### src/rtl/rtc_pkg.sv
`default_nettype none
// ----------------------------------------------------------------------------
// rtc_pkg
// Shared types and constants for the textured wall column renderer.
// ----------------------------------------------------------------------------
package rtc_pkg;

    typedef enum logic [1:0] {
        ACT_LOAD  = 2'd0,
        ACT_START = 2'd1,
        ACT_TICK  = 2'd2,
        ACT_NONE  = 2'd3
    } t_action;

    typedef enum logic [2:0] {
        S_IDLE,
        S_DIV_H,
        S_SETUP,
        S_DIV_S,
        S_POS,
        S_ACTIVE
    } t_state;

    // controller -> datapath
    typedef struct packed {
        logic start_capture;
        logic div_h_start;
        logic setup;
        logic div_s_start;
        logic pos;
        logic tick;
    } t_cmd;

    // datapath -> controller
    typedef struct packed {
        logic div_done;
        logic height_zero;
        logic last;
    } t_status;

    localparam logic [1:0] REG_CEIL  = 2'd0;
    localparam logic [1:0] REG_FLOOR = 2'd1;

endpackage
`default_nettype wire

### src/rtl/rtc_ctrl.sv
`default_nettype none
// ----------------------------------------------------------------------------
// rtc_ctrl
// Sequencer for column setup and pixel ticks.
// ----------------------------------------------------------------------------
module rtc_ctrl (
    input  wire logic            i_clk,
    input  wire logic            i_rst_n,
    input  wire logic            i_in_valid,
    input  wire logic [1:0]      i_action,
    input  wire rtc_pkg::t_status i_status,
    input  wire logic            i_out_free,
    output logic                 o_in_stall,
    output rtc_pkg::t_cmd        o_cmd
);
    import rtc_pkg::*;

    t_state r_state, n_state;
    t_action w_act;
    logic w_acc;

    assign w_act = t_action'(i_action);

    always_comb begin
        o_in_stall = 1'b1;
        case (r_state)
            S_IDLE:   o_in_stall = 1'b0;
            S_ACTIVE: o_in_stall = (w_act == ACT_TICK) && !i_out_free;
            default:  o_in_stall = 1'b1;
        endcase
    end

    assign w_acc = i_in_valid && !o_in_stall;

    always_comb begin
        n_state = r_state;
        case (r_state)
            S_IDLE, S_ACTIVE: begin
                if (w_acc && w_act == ACT_START) n_state = S_DIV_H;
                else if (w_acc && w_act == ACT_TICK && r_state == S_ACTIVE
                         && i_status.last) n_state = S_IDLE;
            end
            S_DIV_H: if (i_status.div_done) n_state = S_SETUP;
            S_SETUP: n_state = i_status.height_zero ? S_ACTIVE : S_DIV_S;
            S_DIV_S: if (i_status.div_done) n_state = S_POS;
            S_POS:   n_state = S_ACTIVE;
            default: n_state = S_IDLE;
        endcase
    end

    always_comb begin
        o_cmd = '0;
        case (r_state)
            S_IDLE, S_ACTIVE: begin
                o_cmd.start_capture = w_acc && w_act == ACT_START;
                o_cmd.div_h_start   = w_acc && w_act == ACT_START;
                o_cmd.tick = w_acc && w_act == ACT_TICK && r_state == S_ACTIVE;
            end
            S_SETUP: begin
                o_cmd.setup       = 1'b1;
                o_cmd.div_s_start = !i_status.height_zero;
            end
            S_POS:   o_cmd.pos = 1'b1;
            default: o_cmd = '0;
        endcase
    end

    always_ff @(posedge i_clk) begin
        if (!i_rst_n) r_state <= S_IDLE;
        else          r_state <= n_state;
    end
endmodule
`default_nettype wire

### config.mk
export PLATFORM = sky130hd
export DESIGN_NAME = rtc_ctrl
export DESIGN_NICKNAME = d
export VERILOG_FILES = /design/src/rtl/rtc_pkg.sv /design/src/rtl/rtc_ctrl.sv
export SDC_FILE = /design/constraint.sdc
export NUM_CORES = 1
export LEC_CHECK = 0
export BUFFER_PORTS_ARGS = -buffer_cell sky130_fd_sc_hd__buf_2
export CAP_MARGIN = 0
export CORE_AREA = 3 3 40 42
export CTS_BUF_LIST = sky130_fd_sc_hd__clkbuf_2
export CTS_CLUSTER_DIAMETER = 40
export DETAILED_ROUTE_END_ITERATION = 6
export DIE_AREA = 0 0 43 45
export GPL_ROUTABILITY_DRIVEN = 0
export PLACE_DENSITY = 0.48
export SYNTH_ARGS = -nofsm -noshare
export SYNTH_HDL_FRONTEND = slang
export SYNTH_SLANG_ARGS = --single-unit
export TNS_END_PERCENT = 5
### constraint.sdc
create_clock -name i_clk -period 1.5 [get_ports i_clk]
set_input_delay 0.075 -clock i_clk [delete_from_list [all_inputs] [get_ports i_clk]]
set_output_delay 0.075 -clock i_clk [all_outputs]
set_load 0.01 [all_outputs]
==> results.txt <==
- For the pin with the worst max-slew slack, the measured transition is ~0.25 ns.
* Post-synthesis sequential area ratio: 19.1%
- Diode count: 0
- Number of unique standard cell types used by synthesis: 31
* Critical Path Slowest Stage Cell: dfxtp_1
* Final ANT Viol Nets: 0
* Clock net sink count: 3
* Period utilisation layout: between 80% and 90%
- TritonCTS built the clock tree.
- The critical path contains buffers and inverters numbering 2 combined.
- Cell breakdown of the critical path: inv_1 > nor4_1 > buf_2
* Unrepaired setup endpoints after global routing: false
- Maximum fanout encountered on the critical timing path: 8
- The register with the most flip-flops in the layout has 3 of them.
* Count of pins over their slew limit: 0
- The critical path in this run is classified as flop to output pin.
- At the worst endpoint, the arrival time is 1.21 ns.
* Critical Path Start Type: flop
* H-Tree Level Count: 1
* Wire length of the first global-routing pass: 1390 um
* Hold Violations, Final: 0
* Largest registers in the final layout: r_state x3
* Number of synthesized flops with an enable pin: 0
* Post-synthesis instance area: 314 um^2
- The floorplan has 13 rows.
* Source-to-sink clock delay at the later pin of the worst-skew pair: 0.21 ns
- Antenna violations before repair: 0
- Via-per-instance ratio: just under 5
* TritonCTS Buffers: 3
- Relative to the synthesized area, the layout overhead comes to 29.5%.
- Number of warnings printed during yosys synthesis: 0
* Max-cap viol count: 0
- Synth Instances: 38
* Worst clock skew: between 0.002 and 0.003 ns
* Number of design rule violations left after detail routing: 0
- In this run the deepest clock path goes through 2 buffers.
- The flow ran to the end, and the final reports show no timing, DRC or antenna violations.
- Data on the critical path is required at its endpoint by roughly 1.4 ns.
- The tightest min-delay check is of the input port to flop type.
- Overall die area: 0.00194 mm^2
- Clock slew at the register clock pins of the worst setup and hold paths: 0.05 ns
- For this run the aggregate overflow at the end of global routing stands at 0.
- For this design the ratio of total power to cell area is 750 mW/mm^2.
- The HPWL after detailed placement is roughly 570 um.
* Count of buffers added by post-CTS timing repair for setup: 0
- CP top delay family: flip-flops
* Portion of synthesized cell area occupied by the leading cell type: 19.1%
* Fill count: 160
- In the final layout, the multi-input gates occupy 226 um^2.
- Area of the core: ~0.0013 mm^2
- Stage delay of the slowest cell on the critical path: 0.45 ns
- Derived from the worst setup path, the maximum achievable clock frequency is 0.777 GHz.
* Synth area leaders: dfxtp_1 19%, nor3b_1 4.8%, nand2b_1 4.0%, a2111o_1 3.6%, and3_4 3.6%
- 16 I/O pins were placed.
- Input and output buffers added on the ports amount to 15.
- r_state holds more flip-flops than any other register.
- The final layout contains 64 nets.
- The final layout contains routed wiring with a total length of 759 um.
- Most used flip-flop cell after synthesis: dfxtp_1
- The die is ~43 um wide.
- Avg Cell Area, Syn: 8.26 um^2
- Average detailed-routed wire length per instance: around 11 um
* Overall track demand over capacity in global routing: 9.98%
- Vias: 338
* Synth area leader: dfxtp_1
* Accumulated negative setup slack: 0 ns
- The number of global-route vias before repair was 323.
* Largest net degree at the start of global routing: 15
- From bottom edge to top edge, the die measures 45 um.
- Setup violations remaining at the end of the flow were counted as 0.
* Worst IR drop on VDD: 0.000371 V
- Synthesized net count: 47
- Measured against its own limit, the worst slew margin works out to roughly 83%.
* FF+latch count, synth: 3
- The first detailed-routing pass took 4 iterations.
* Post-layout power: roughly 0.3 mW
- Starting utilization of the core area: 24.4%
- CTS placed an instance of clkbuf_2 at the clock tree root.
- Registers take 62.6 um^2.
* Share of layout cells above drive strength 1: 44.4%
- Clock period minus final worst setup slack: 1.29 ns
- Kind of end point of the critical path: output pin
- Counting flops with an async set or reset pin after synthesis yields a share of 0%.
* Initial DRC Count: 5
- Leakage power: just under 0.2 nW
-- stage by stage --
stage                     setup slack, ns  cell area [um^2]  util, %  hold slack, ns  std cells
after floorplan                     0.287               314        -           0.197         38
after global placement              0.219               384     29.9           0.335         65
after detailed placement            0.202               384     29.9           0.334         65
after CTS                          0.0189               404     31.5          0.0980         69
after global routing               0.0818               407     31.6           0.110         69
final                               0.212               407     31.6           0.107         69
-- power breakdown --
group	internal, mW	switching (mW)
registers	0.0868	0.0182
logic	0.0459	0.0368
clock network	0.0704	0.0467
total	0.203	0.102
-- path summary, 6_finish.rpt --
kind,startpoint,end,slack [ns],depth (start not counted)
max,r_state[1],o_cmd[2],0.21,3
min reg2reg,r_state[2],r_state[1],0.56,1
min,i_rst_n,r_state[0],0.11,2
max reg2reg,r_state[1],r_state[0],0.33,3
-- kinds of logic (layout without fill, tap and decap cells) --
logic type	after synthesis	count (layout)	share of synthesized area, %
compound gates	9	9	23.1
xor+xnor	2	2	5.58
buf+inv	4	20	8.76
flops	3	3	19.1
mux	1	1	3.19
simple gates	19	19	40.2
-- final cells by class --
| type | instances | share of cell area, % |
|---|---|---|
| clock buffer | 4 | 4.92 |
| inverter | 1 | 0.923 |
| multi-input combinational | 31 | 55.7 |
| sequential | 3 | 15.4 |
| tap | 15 | 4.62 |
| timing repair buffer | 15 | 18.5 |
-- what timing repair did --
action,4_1_cts,5_1_grt
hold buffers,0,0
resized for setup,0,2
hold endpoints to repair,0,0
setup endpoints to repair,0,3
-- routing by layer --
layer / share of wire (%) / global-route usage, %
met5: 0 / 0
met4: 2.2 / 7.23
met3: 10 / 4.78
met2: 40 / 14.1
met1: 47 / 11.8
-- placed cells by master (no fill, tap or decap) --
cell type | synthesis | final
buf_2 | 1 | 15
inv_1 | 1 | 1
or3b_1 | 1 | 1
o21ai_1 | 1 | 1
o21ai_0 | 1 | 1
nand2b_1 | 2 | 2
nand3b_1 | 1 | 1
o311a_1 | 1 | 1
o2111a_1 | 1 | 1
clkbuf_2 | 0 | 4
o211a_1 | 1 | 1
xnor2_1 | 1 | 1
nor3_1 | 2 | 2
a2111o_1 | 1 | 1
a21oi_1 | 1 | 1
and2b_2 | 1 | 1
nor2_1 | 3 | 3
nor3b_1 | 2 | 2
o211ai_1 | 1 | 1
a211oi_1 | 1 | 1
dfxtp_2 | 0 | 2
mux2i_1 | 1 | 1
nor4_1 | 1 | 1
xor2_1 | 1 | 1
and3_4 | 1 | 1
and3b_2 | 1 | 1
and4b_1 | 1 | 1
nand2_1 | 1 | 1
dfxtp_1 | 3 | 1
and3_1 | 1 | 1
nand3_1 | 1 | 1
-- cells in the mapped netlist (2+ instances only) --
library cell and count:
nor3_1 2, dfxtp_1 3, nor2_1 3, nor3b_1 2, nand2b_1 2
Power figures use the tool's default switching activity.
